### config.mk
export PLATFORM = sky130hd
export DESIGN_NAME = chained_xor_decrypt_with_checksums_core
export DESIGN_NICKNAME = d
export VERILOG_FILES = /design/src/sv/cxd_pkg.sv /design/src/sv/cxd_step.sv /design/src/sv/chained_xor_decrypt_with_checksums_core.sv
export SDC_FILE = /design/constraint.sdc
export NUM_CORES = 1
export LEC_CHECK = 0
export BUFFER_PORTS_ARGS = -buffer_cell sky130_fd_sc_hd__buf_2
export CAP_MARGIN = 20
export CORE_MARGIN = 10
export CORE_UTILIZATION = 59
export CTS_CLUSTER_SIZE = 8
export DETAILED_ROUTE_END_ITERATION = 8
export GPL_ROUTABILITY_DRIVEN = 0
export HOLD_SLACK_MARGIN = 0.02
export PLACE_DENSITY = 0.78
export REMOVE_ABC_BUFFERS = 1
export SYNTH_ARGS = -nofsm -noshare
export SYNTH_HDL_FRONTEND = slang
export SYNTH_SLANG_ARGS = --single-unit
### constraint.sdc
create_clock -name clock -period 8.25 [get_ports clock]
set_input_delay 1.65 -clock clock [delete_from_list [all_inputs] [get_ports clock]]
set_output_delay 1.65 -clock clock [all_outputs]
set_load 0.01 [all_outputs]
### src/sv/cxd_pkg.sv
// Shared types, constants and key table for the chained XOR decryptor.
`timescale 1ns / 1ps

package cxd_pkg;

   localparam int KEY_LENGTH = 10;
   localparam int KEY_IDX_W  = 4;
   localparam int LEN_W      = 16;
   localparam int CHECKS     = 4;
   localparam int CHECK_IDX_W = 2;

   localparam logic [LEN_W-1:0] PAYLOAD_LENGTH_RESET = 16'd2498;

   localparam logic [7:0] KEY_TABLE [KEY_LENGTH] = '{
      8'd15, 8'd50, 8'd89, 8'd240, 8'd147, 8'd34, 8'd86, 8'd9, 8'd32, 8'd208
   };

   // check byte order within the trailer
   localparam logic [CHECK_IDX_W-1:0] CHK_SUM     = 2'd0;
   localparam logic [CHECK_IDX_W-1:0] CHK_NEGSUM  = 2'd1;
   localparam logic [CHECK_IDX_W-1:0] CHK_PRODUCT = 2'd2;
   localparam logic [CHECK_IDX_W-1:0] CHK_XOR     = 2'd3;

   typedef struct packed {
      logic [7:0] cipher_byte;
      logic       first;
   } cxd_req_type;

   typedef struct packed {
      logic [7:0] plain_byte;
      logic       is_verdict;
      logic       sum_ok;
      logic       negsum_ok;
      logic       product_ok;
      logic       xor_ok;
      logic       all_ok;
   } cxd_rsp_type;

   typedef struct packed {
      logic        has_result;
      cxd_rsp_type rsp;
   } cxd_step_out_type;

endpackage

### src/sv/cxd_step.sv
// Decode state and per-byte step logic: key chain, running checks, verdict.
`timescale 1ns / 1ps

module cxd_step (
   input  logic                         clock,
   input  logic                         reset,
   input  logic                         advance,
   input  cxd_pkg::cxd_req_type         beat,
   input  logic [cxd_pkg::LEN_W-1:0]    payload_length,
   output cxd_pkg::cxd_step_out_type    step_out
);
   import cxd_pkg::*;

   logic [LEN_W-1:0]       position_ff,    position_in;
   logic [KEY_IDX_W-1:0]   key_index_ff,   key_index_in;
   logic [7:0]             prev_cipher_ff, prev_cipher_in;
   logic [7:0]             sum_ff,         sum_in;
   logic [7:0]             negsum_ff,      negsum_in;
   logic [7:0]             product_ff,     product_in;
   logic [7:0]             xor_ff,         xor_in;
   logic [CHECKS-1:0]      match_ff,       match_in;
   logic [CHECK_IDX_W-1:0] check_count_ff, check_count_in;
   logic                   done_ff,        done_in;

   always_comb begin
      logic [LEN_W-1:0]       pos;
      logic [KEY_IDX_W-1:0]   kidx;
      logic [KEY_IDX_W-1:0]   ki;
      logic [7:0]             prev, s, ns, pr, x, p, expect_byte;
      logic [15:0]            prod_full;
      logic [CHECKS-1:0]      flags;
      logic [CHECK_IDX_W-1:0] cnt;
      logic                   dn;

      // a start flag restarts the file before this byte is taken
      if (beat.first) begin
         pos   = '0;
         kidx  = KEY_IDX_W'(1);
         prev  = '0;
         s     = '0;
         ns    = '0;
         pr    = 8'd1;
         x     = '0;
         flags = '0;
         cnt   = '0;
         dn    = 1'b0;
      end else begin
         pos   = position_ff;
         kidx  = key_index_ff;
         prev  = prev_cipher_ff;
         s     = sum_ff;
         ns    = negsum_ff;
         pr    = product_ff;
         x     = xor_ff;
         flags = match_ff;
         cnt   = check_count_ff;
         dn    = done_ff;
      end

      ki        = (kidx < KEY_IDX_W'(KEY_LENGTH)) ? kidx : '0;
      p         = beat.cipher_byte ^ KEY_TABLE[ki] ^ prev;
      prod_full = pr * p;

      case (cnt)
         CHK_SUM:     expect_byte = s;
         CHK_NEGSUM:  expect_byte = ns;
         CHK_PRODUCT: expect_byte = pr;
         default:     expect_byte = x;
      endcase

      position_in    = pos;
      key_index_in   = kidx;
      prev_cipher_in = prev;
      sum_in         = s;
      negsum_in      = ns;
      product_in     = pr;
      xor_in         = x;
      match_in       = flags;
      check_count_in = cnt;
      done_in        = dn;
      step_out       = '0;

      if (dn) begin
         // trailing bytes after the verdict are dropped
      end else if (pos < payload_length) begin
         prev_cipher_in = beat.cipher_byte;
         key_index_in   = (ki == KEY_IDX_W'(KEY_LENGTH - 1)) ? '0 : ki + 1'b1;
         position_in    = pos + 1'b1;
         sum_in         = s + p;
         negsum_in      = ns - p;
         product_in     = prod_full[7:0] + 8'd1;
         xor_in         = x ^ p;
         step_out.has_result     = 1'b1;
         step_out.rsp.plain_byte = p;
      end else begin
         if (beat.cipher_byte == expect_byte)
            match_in = flags | (CHECKS'(1) << cnt);
         check_count_in = cnt + 1'b1;
         if (cnt == CHK_XOR) begin
            done_in = 1'b1;
            step_out.has_result     = 1'b1;
            step_out.rsp.is_verdict = 1'b1;
            step_out.rsp.sum_ok     = match_in[CHK_SUM];
            step_out.rsp.negsum_ok  = match_in[CHK_NEGSUM];
            step_out.rsp.product_ok = match_in[CHK_PRODUCT];
            step_out.rsp.xor_ok     = match_in[CHK_XOR];
            step_out.rsp.all_ok     = &match_in;
         end
      end
   end

   always_ff @(posedge clock) begin
      if (reset) begin
         position_ff    <= '0;
         key_index_ff   <= KEY_IDX_W'(1);
         prev_cipher_ff <= '0;
         sum_ff         <= '0;
         negsum_ff      <= '0;
         product_ff     <= 8'd1;
         xor_ff         <= '0;
         match_ff       <= '0;
         check_count_ff <= '0;
         done_ff        <= 1'b0;
      end else if (advance) begin
         position_ff    <= position_in;
         key_index_ff   <= key_index_in;
         prev_cipher_ff <= prev_cipher_in;
         sum_ff         <= sum_in;
         negsum_ff      <= negsum_in;
         product_ff     <= product_in;
         xor_ff         <= xor_in;
         match_ff       <= match_in;
         check_count_ff <= check_count_in;
         done_ff        <= done_in;
      end
   end

endmodule

### src/sv/chained_xor_decrypt_with_checksums_core.sv
// Top level of the chained XOR decryptor with four running checks.
`timescale 1ns / 1ps

// Usage:
//  - req channel (valid/ready) carries one cipher byte per beat; first=1
//    marks the first byte of a file and restarts the decode state.
//  - Each of the first payload_length bytes yields one rsp beat with the
//    plain byte. The next four bytes are check bytes (sum, negated sum,
//    product-plus-one, xor); the first three yield nothing, the fourth yields
//    a verdict beat (is_verdict=1, plain_byte=0, per-check flags, all_ok).
//    Bytes after the verdict are swallowed until the next first=1.
//  - csr_we/csr_wdata write payload_length (reset 2498); write only idle.
//  - Datapath: an accepted byte goes through one input register, the step
//    logic and one output register before it shows on rsp.
//  - Throughput: one byte per cycle while rsp is not stalled; the critical
//    path is the 8x8 multiply of the product check plus its increment.
//  - Stall: the output register holds a result while rsp_ready is low; the
//    input register keeps taking bytes that produce no result, and bytes that
//    do wait in it, so req_ready drops only when both stages are full.
//  - Reset (synchronous) empties both stages and returns the decoder to the
//    start of a file, so a stream with no first flag decodes from scratch.
module chained_xor_decrypt_with_checksums_core (
   input  logic                       clock,
   input  logic                       reset,
   input  logic                       req_valid,
   output logic                       req_ready,
   input  cxd_pkg::cxd_req_type       req_data,
   output logic                       rsp_valid,
   input  logic                       rsp_ready,
   output cxd_pkg::cxd_rsp_type       rsp_data,
   input  logic                       csr_we,
   input  logic [cxd_pkg::LEN_W-1:0]  csr_wdata
);
   import cxd_pkg::*;

   logic [LEN_W-1:0] payload_length_ff;

   // input stage
   logic        in_valid_ff;
   cxd_req_type in_beat_ff;

   // output stage
   logic        rsp_valid_ff;
   cxd_rsp_type rsp_data_ff;

   cxd_step_out_type step_out;
   logic             out_free;
   logic             out_load;
   logic             in_adv;

   assign out_free  = !rsp_valid_ff || rsp_ready;
   // a byte with no result never waits on the output side
   assign in_adv    = in_valid_ff && (!step_out.has_result || out_free);
   assign out_load  = in_valid_ff && step_out.has_result && out_free;
   assign req_ready = !in_valid_ff || in_adv;

   always_ff @(posedge clock) begin
      if (reset)
         payload_length_ff <= PAYLOAD_LENGTH_RESET;
      else if (csr_we)
         payload_length_ff <= csr_wdata;
   end

   always_ff @(posedge clock) begin
      if (reset) begin
         in_valid_ff <= 1'b0;
      end else if (req_ready) begin
         in_valid_ff <= req_valid;
      end
   end

   always_ff @(posedge clock) begin
      if (req_ready && req_valid)
         in_beat_ff <= req_data;
   end

   cxd_step u_step (
      .clock          (clock),
      .reset          (reset),
      .advance        (in_adv),
      .beat           (in_beat_ff),
      .payload_length (payload_length_ff),
      .step_out       (step_out)
   );

   always_ff @(posedge clock) begin
      if (reset) begin
         rsp_valid_ff <= 1'b0;
      end else if (out_load) begin
         rsp_valid_ff <= 1'b1;
      end else if (rsp_ready) begin
         rsp_valid_ff <= 1'b0;
      end
   end

   always_ff @(posedge clock) begin
      if (out_load)
         rsp_data_ff <= step_out.rsp;
   end

   assign rsp_valid = rsp_valid_ff;
   assign rsp_data  = rsp_data_ff;

endmodule

-- Word level (Yosys, flattened, before mapping)
Memories as Yosys holds them, arrays and structs flattened.
Cells that the tools add are included.
- flip-flop bits (word level): 108
- memories kept: 1
- output and inout bits: 16
- memory bits (read-only): 128
- word-level logic and storage cells: 108
- input bits: 30
- add/sub/neg operators: 6
- equal/unequal tests: 5
- multipliers: 1
- order comparisons: 3
- shifts and indexed selects: 1
- reduce and logical (&&, ||, !) cells: 16
- bitwise logic cells: 7
- muxes and demuxes: 46
- memories (name ; depth ; bits a word ; read ports ; clocked after memory_dff ; wr ports ; line ; source):
    (no name shown) ; 16 ; 8 ; 1 ; 0 ; 0 ; cxd_step.sv:61 ; p = beat.cipher_byte ^ KEY_TABLE[ki] ^ prev;
- operators with widths (cell ; number):
    $mux W8 ; 18
    $mux W16 ; 3
    $mux W4 ; 11
    $pmux W8 S3 ; 1
    $xor A8 B8 Y8 ; 3
    $add A16 B1 Y16 const B ; 1
    $lt A16 B16 Y1 ; 1
    $mux W15 ; 1
    $mux W6 ; 2
    $add A8 B1 Y8 const B ; 1
    $add A8 B8 Y8 ; 1
    $eq A8 B8 Y1 ; 1
    $mul A8 B8 Y8 ; 1
    $sub A8 B8 Y8 ; 1
    $mux W1 ; 7
    $mux W2 ; 3
    $ge A5 B5 Y1 const B ; 1
    $not A4 Y5 ; 1
    $add A4 B1 Y4 const B ; 1
    $eq A2 B2 Y1 const B ; 2
    $eq A4 B4 Y1 const B ; 1
    $logic_and A1 B1 Y1 ; 4
    $lt A4 B4 Y1 const B ; 1
    $or A4 B4 Y4 ; 1
    11 further kinds ; 17

-- Logic depth before layout (Yosys ltp)
- depth after elaboration: 16
- depth in mapped cells: 24
- gate-level depth less buffers: 22

-- Hierarchy
Synthesis repeated with hierarchy kept, for this count alone.
- cells, all modules: 852
- area total of the unflattened synthesis: 7482.2 um^2
- modules (own cells, without submodules) (module ; cells each ; instances ; seq. area each (um^2) ; area each (um^2)):
    cxd_step ; 765 ; 1 ; 1341.3 ; 6099.6
    chained_xor_decrypt_with_checksums_core ; 87 ; 1 ; 1051.0 ; 1382.6

-- Least setup slack after synthesis
Ideal clock, no wire load.
- path type: reg-to-reg
- start point: register in_beat_ff[0] in the netlist's numbering
- end point: register u_step.product_ff[7]
- stages on the path, launching flop included: 19
- path buffers: 3
- period minus slack after synthesis: 4.940 ns
- arrival: 4.823 ns
- data required time: 8.133 ns
- path slack: 3.310 ns
- library setup time: 0.117 ns
- cell sequence: edfxtp_1 -> buf_2 -> clkbuf_1 -> buf_1 -> nor2_1 -> xnor2_1 -> inv_1 -> nand2_1 -> fa_1 -> fa_1 -> inv_1 -> fa_1 -> fa_1 -> ha_1 -> a21oi_1 -> xnor2_1 -> xnor2_1 -> xnor3_1 -> a22o_1
- longest elaborated chain between the ends: 13
- elaborated cells on any way between the ends: 26
- those cells by class: add/sub (1); mul (1); order compare (2); eq/ne (1); mux (14); bitwise (3); reduce/logical (3); memory (1)
- RTL lines (element ; line ; source):
    from (decl) ; chained_xor_decrypt_with_checksums_core.sv:40 ; cxd_req_type in_beat_ff;
    from (signal assigned) ; chained_xor_decrypt_with_checksums_core.sv:74 ; in_beat_ff <= req_data;
    $mux W4 ; cxd_step.sv:36 ; if (beat.first) begin
    $lt A4 B4 Y1 ; cxd_step.sv:60 ; ki = (kidx < KEY_IDX_W'(KEY_LENGTH)) ? kidx : '0;
    $mux W4 ; cxd_step.sv:60 ;
    $not A4 Y5 (not written as such) ; cxd_step.sv:61 ;
    $mem_v2 Z16 W8 ; n/a ;
    $mux W8 (not written as such) (2 in series) ; cxd_step.sv:61 ;
    $xor A8 B8 Y8 (2 in series) ; cxd_step.sv:61 ;
    $mul A8 B8 Y8 ; cxd_step.sv:62 ; prod_full = pr * p;
    $add A8 B1 Y8 ; cxd_step.sv:91 ; product_in = prod_full[7:0] + 8'd1;
    $mux W8 ; cxd_step.sv:85 ; end else if (pos < payload_length) begin
    $mux W8 ; cxd_step.sv:83 ; if (dn) begin
    to (signal assigned) ; cxd_step.sv:130 ; product_ff <= product_in;
    to (decl) ; cxd_step.sv:19 ; logic [7:0] product_ff, product_in;
Parallel ways exist; a longest one is shown, timed or not. The select of a mux whose other input is x is not followed.
A chain may end at the register's enable or synchronous reset.

-- Worst setup path in the final report
- start point: register u_step.key_index_ff[2]
- end point: register u_step.product_ff[7]
- longest elaborated chain between the ends: 13
- RTL lines (element ; line ; source):
    from (decl) ; cxd_step.sv:15 ; logic [KEY_IDX_W-1:0] key_index_ff, key_index_in;
    from (signal assigned) ; cxd_step.sv:126 ; key_index_ff <= key_index_in;
    $mux W4 (*) ; cxd_step.sv:36 ;
    $lt A4 B4 Y1 ; cxd_step.sv:60 ;
    $mux W4 (*) ; cxd_step.sv:60 ;
    $not A4 Y5 (not written as such) (*) ; cxd_step.sv:61 ;
    $mem_v2 Z16 W8 (*) ; n/a ;
    $mux W8 (not written as such) (*) (2 in series) ; cxd_step.sv:61 ;
    $xor A8 B8 Y8 (*) (2 in series) ; cxd_step.sv:61 ;
    $mul A8 B8 Y8 (*) ; cxd_step.sv:62 ;
    $add A8 B1 Y8 (*) ; cxd_step.sv:91 ;
    $mux W8 (*) ; cxd_step.sv:85 ;
    $mux W8 (*) ; cxd_step.sv:83 ;
Every way passes the cells marked *; elsewhere a longest branch is shown, timed or not. The select of a mux whose other input is x is not followed.

==> qor.txt <==
die outline width -> 129.1 µm
io pins -> 46
post-synthesis mux area share -> 1.711%
XOR/XNOR Fraction of Synth Area -> 8.501%
CTS tree -> done
DRC viols -> 0
post-layout minimum cycle time -> 5.729 ns
# port buffers -> 45
Peak supply drop -> 162.5 µV
share of flip-flops with an asynchronous set or reset -> 0%
Req. time, crit path -> 8.51 ns
vias in the first global route -> 5895
Syn-to-layout area delta -> 8.501%
gr ovfl total -> 0
DRT Pass-1 Iters -> 8
Cell Area, Synth -> 7020 µm²
reg2reg path depth -> 22
RSZ-0062 raised after global routing -> false
setup TNS -> 0 ns
CTS Hold Bufs -> 0
Synth Area in Adders -> 13.26%
Vias -> 5928
Synth cell types -> 63
DP Cell Count -> 952
post-detail-place hpwl -> 12.39 mm
drt initial violations -> 608
sequential-to-total area share from yosys stat -> 34.08%
Initial Util -> 60.96%
Hold Path Sink -> u_step.match_ff[3]
count leader, synth -> dfxtp_1
worst r2r src -> u_step.key_index_ff[2]
Core Rows -> 39
commonest cells in the netlist -> dfxtp_1, nor2_1, nand2_1, inv_1, ha_1
Hold Crit Depth -> 2
Post-synth EDFFs -> 23
Main synth FF type -> dfxtp_1
CTS Buf Count -> 9
Setup Fix Bufs, Post-CTS -> 0
Clock Skew -> 0.01020 ns
main area contributors after synthesis -> dfxtp_1, edfxtp_1, ha_1
# nets final -> 917
Synth Area in Simple Gates -> 17.25%
later-pin clock latency in the skew report -> 0.37 ns
Hold Fails Final Rpt -> 0
TritonCTS Sinks -> 108
Fmax achieved -> 0.1745 GHz
Die Area -> 16660 µm²
cells after synthesis -> 797
outcome -> finished, final reports clean
Max-Slew Margin vs Limit -> 38.85%
Worst-Margin Slew -> 0.9147 ns
Post-Layout Cell Count -> 969
largest family of logic cells by synthesized area -> compound AO/OA/AOI/OAI gates
Fin Hold WS -> 0.4715 ns
Reg clk slew, reported paths -> 0.08 ns
global-route wire length before repair -> 29.03 mm
Max Cap Violations -> 0
die height -> 129.1 µm
Power, Total -> 1.326 mW
Yosys top cell area share -> 24.24%
Worst Path Arrival -> 5.99 ns
initial antenna violation count -> 0
Setup crit end kind -> flip-flop
core footprint -> 11520 µm²
critical path launch point type -> flip-flop
PD cells -> 174.1 nW/µm²
post_cts resized -> 0
total global-route track usage -> 21.36%
drt total wl -> 17.42 mm
CP max FO -> 18
# H-tree levels -> 3
Tcrit/Tclk final -> 69.44%
layout cells sized above 1 -> 9.322%
Pins Over Slew Limit -> 0
R2R Setup Slk -> 2.52 ns
final setup vio count -> 0
Max Root-Sink Buffers -> 2
critical path type -> reg -> reg
Yosys top cell by area -> dfxtp_1
mean area per synthesized cell -> 8.809 µm²
DRT antenna net count -> 0
fill count -> 906
worst min-delay path class -> reg -> reg
FF-to-FF End -> u_step.product_ff[7]
post-synthesis compound-gate area fraction -> 19.34%
antenna cells -> 0
CTS root buf -> clkbuf_16
Static Leakage -> 3.389 nW
largest net degree at the start of global routing -> 60
vias per cell -> 6.118
mean routed wirelength per cell -> 17.98 µm
yosys warns -> 0
Synth Register Bits -> 108
Hold Path Origin -> u_step.match_ff[3]
## per-stage QoR
stage                     area (µm²)  setup WS, ns  util (%)
final                           7617         2.521     66.15
after global routing            7617         2.206     66.15
after CTS                       7610         2.562     66.08
after detailed placement        7295         2.634     63.34
after global placement          7295         2.892     63.34
after floorplan                 6838         2.551         -
## worst max-delay path by stage
stage	start	cells after the start	endpoint
2_1_floorplan	in_beat_ff[0]	20	u_step.product_ff[7]
6_report	u_step.key_index_ff[2]	22	u_step.product_ff[7]
3_3_place_gp	in_beat_ff[0]	22	u_step.product_ff[7]
5_1_grt	u_step.key_index_ff[2]	22	u_step.product_ff[7]
3_5_place_dp	in_beat_ff[0]	19	u_step.product_ff[7]
4_1_cts	u_step.key_index_ff[2]	22	u_step.product_ff[7]
## metal layers
metal	vias up	global-route usage [%]	routed length [µm]	part of all wire (%)
met5	-	0	0	0
met4	0	8.495	533	3.1
met3	43	4.690	1190	6.8
met2	217	35.10	8190	47
met1	2834	26.84	7506	43
li1	2834	-	-	-
## area by class of cell
class,instances,area (µm²),share of cell area (%)
clock buffer,13,292.8,3.844
clock inverter,3,22.52,0.2957
inverter,61,229.0,3.006
multi-input combinational,588,4217,55.35
sequential,108,2392,31.41
tap,143,178.9,2.349
timing repair buffer,53,285.3,3.745
## critical path, stage by stage (launching register included)
cell and delay (ns):
dfxtp_1 0.47, o21ai_0 0.36, o311ai_0 0.25, xnor2_1 0.31, nor2_1 0.09, xnor2_1 0.61
inv_1 0.21, nand2_1 0.15, fa_1 0.18, inv_1 0.06, fa_1 0.50, ha_1 0.30
inv_1 0.05, fa_1 0.52, inv_1 0.04, ha_1 0.32, inv_1 0.07, o21bai_1 0.07
a21oi_1 0.19, xnor2_1 0.15, xnor2_1 0.16, xnor3_1 0.34, a22o_1 0.20
## layout by cell type, fill, tap and decap left out, types with 29 or more instances in the layout
cell type  netlist  routed
dfxtp_1         85      85
nor2_1          82      82
nand2_1         62      62
inv_1           61      61
ha_1            52      52
a21oi_1         46      46
buf_2            8      45
nor2b_1         38      38
xnor2_1         37      37
o21ai_0         29      29
a22o_1          29      29
## sequential cells by signal, indices dropped and copies added (netlist names), 9 cells and up
register	flops
in_beat_ff	9
payload_length_ff	16
rsp_data	14
u_step.position_ff	16
## power breakdown
part | total [mW] | switching, mW | internal [mW]
registers | 0.597 | 0.0281 | 0.569
logic | 0.272 | 0.157 | 0.115
clock network | 0.456 | 0.205 | 0.251
total | 1.33 | 0.390 | 0.936
## cell families (layout without fill, tap and decap cells)
logic type / after synthesis / in the layout
adder cells (fa/ha/maj): 66 / 66
AND/OR/NAND/NOR: 253 / 253
XOR/XNOR: 65 / 65
multiplexers: 12 / 12
AO/OA/AOI/OAI: 192 / 192
buffers and inverters: 101 / 130
flip-flops: 108 / 108
(Power assumes the default switching activity.)
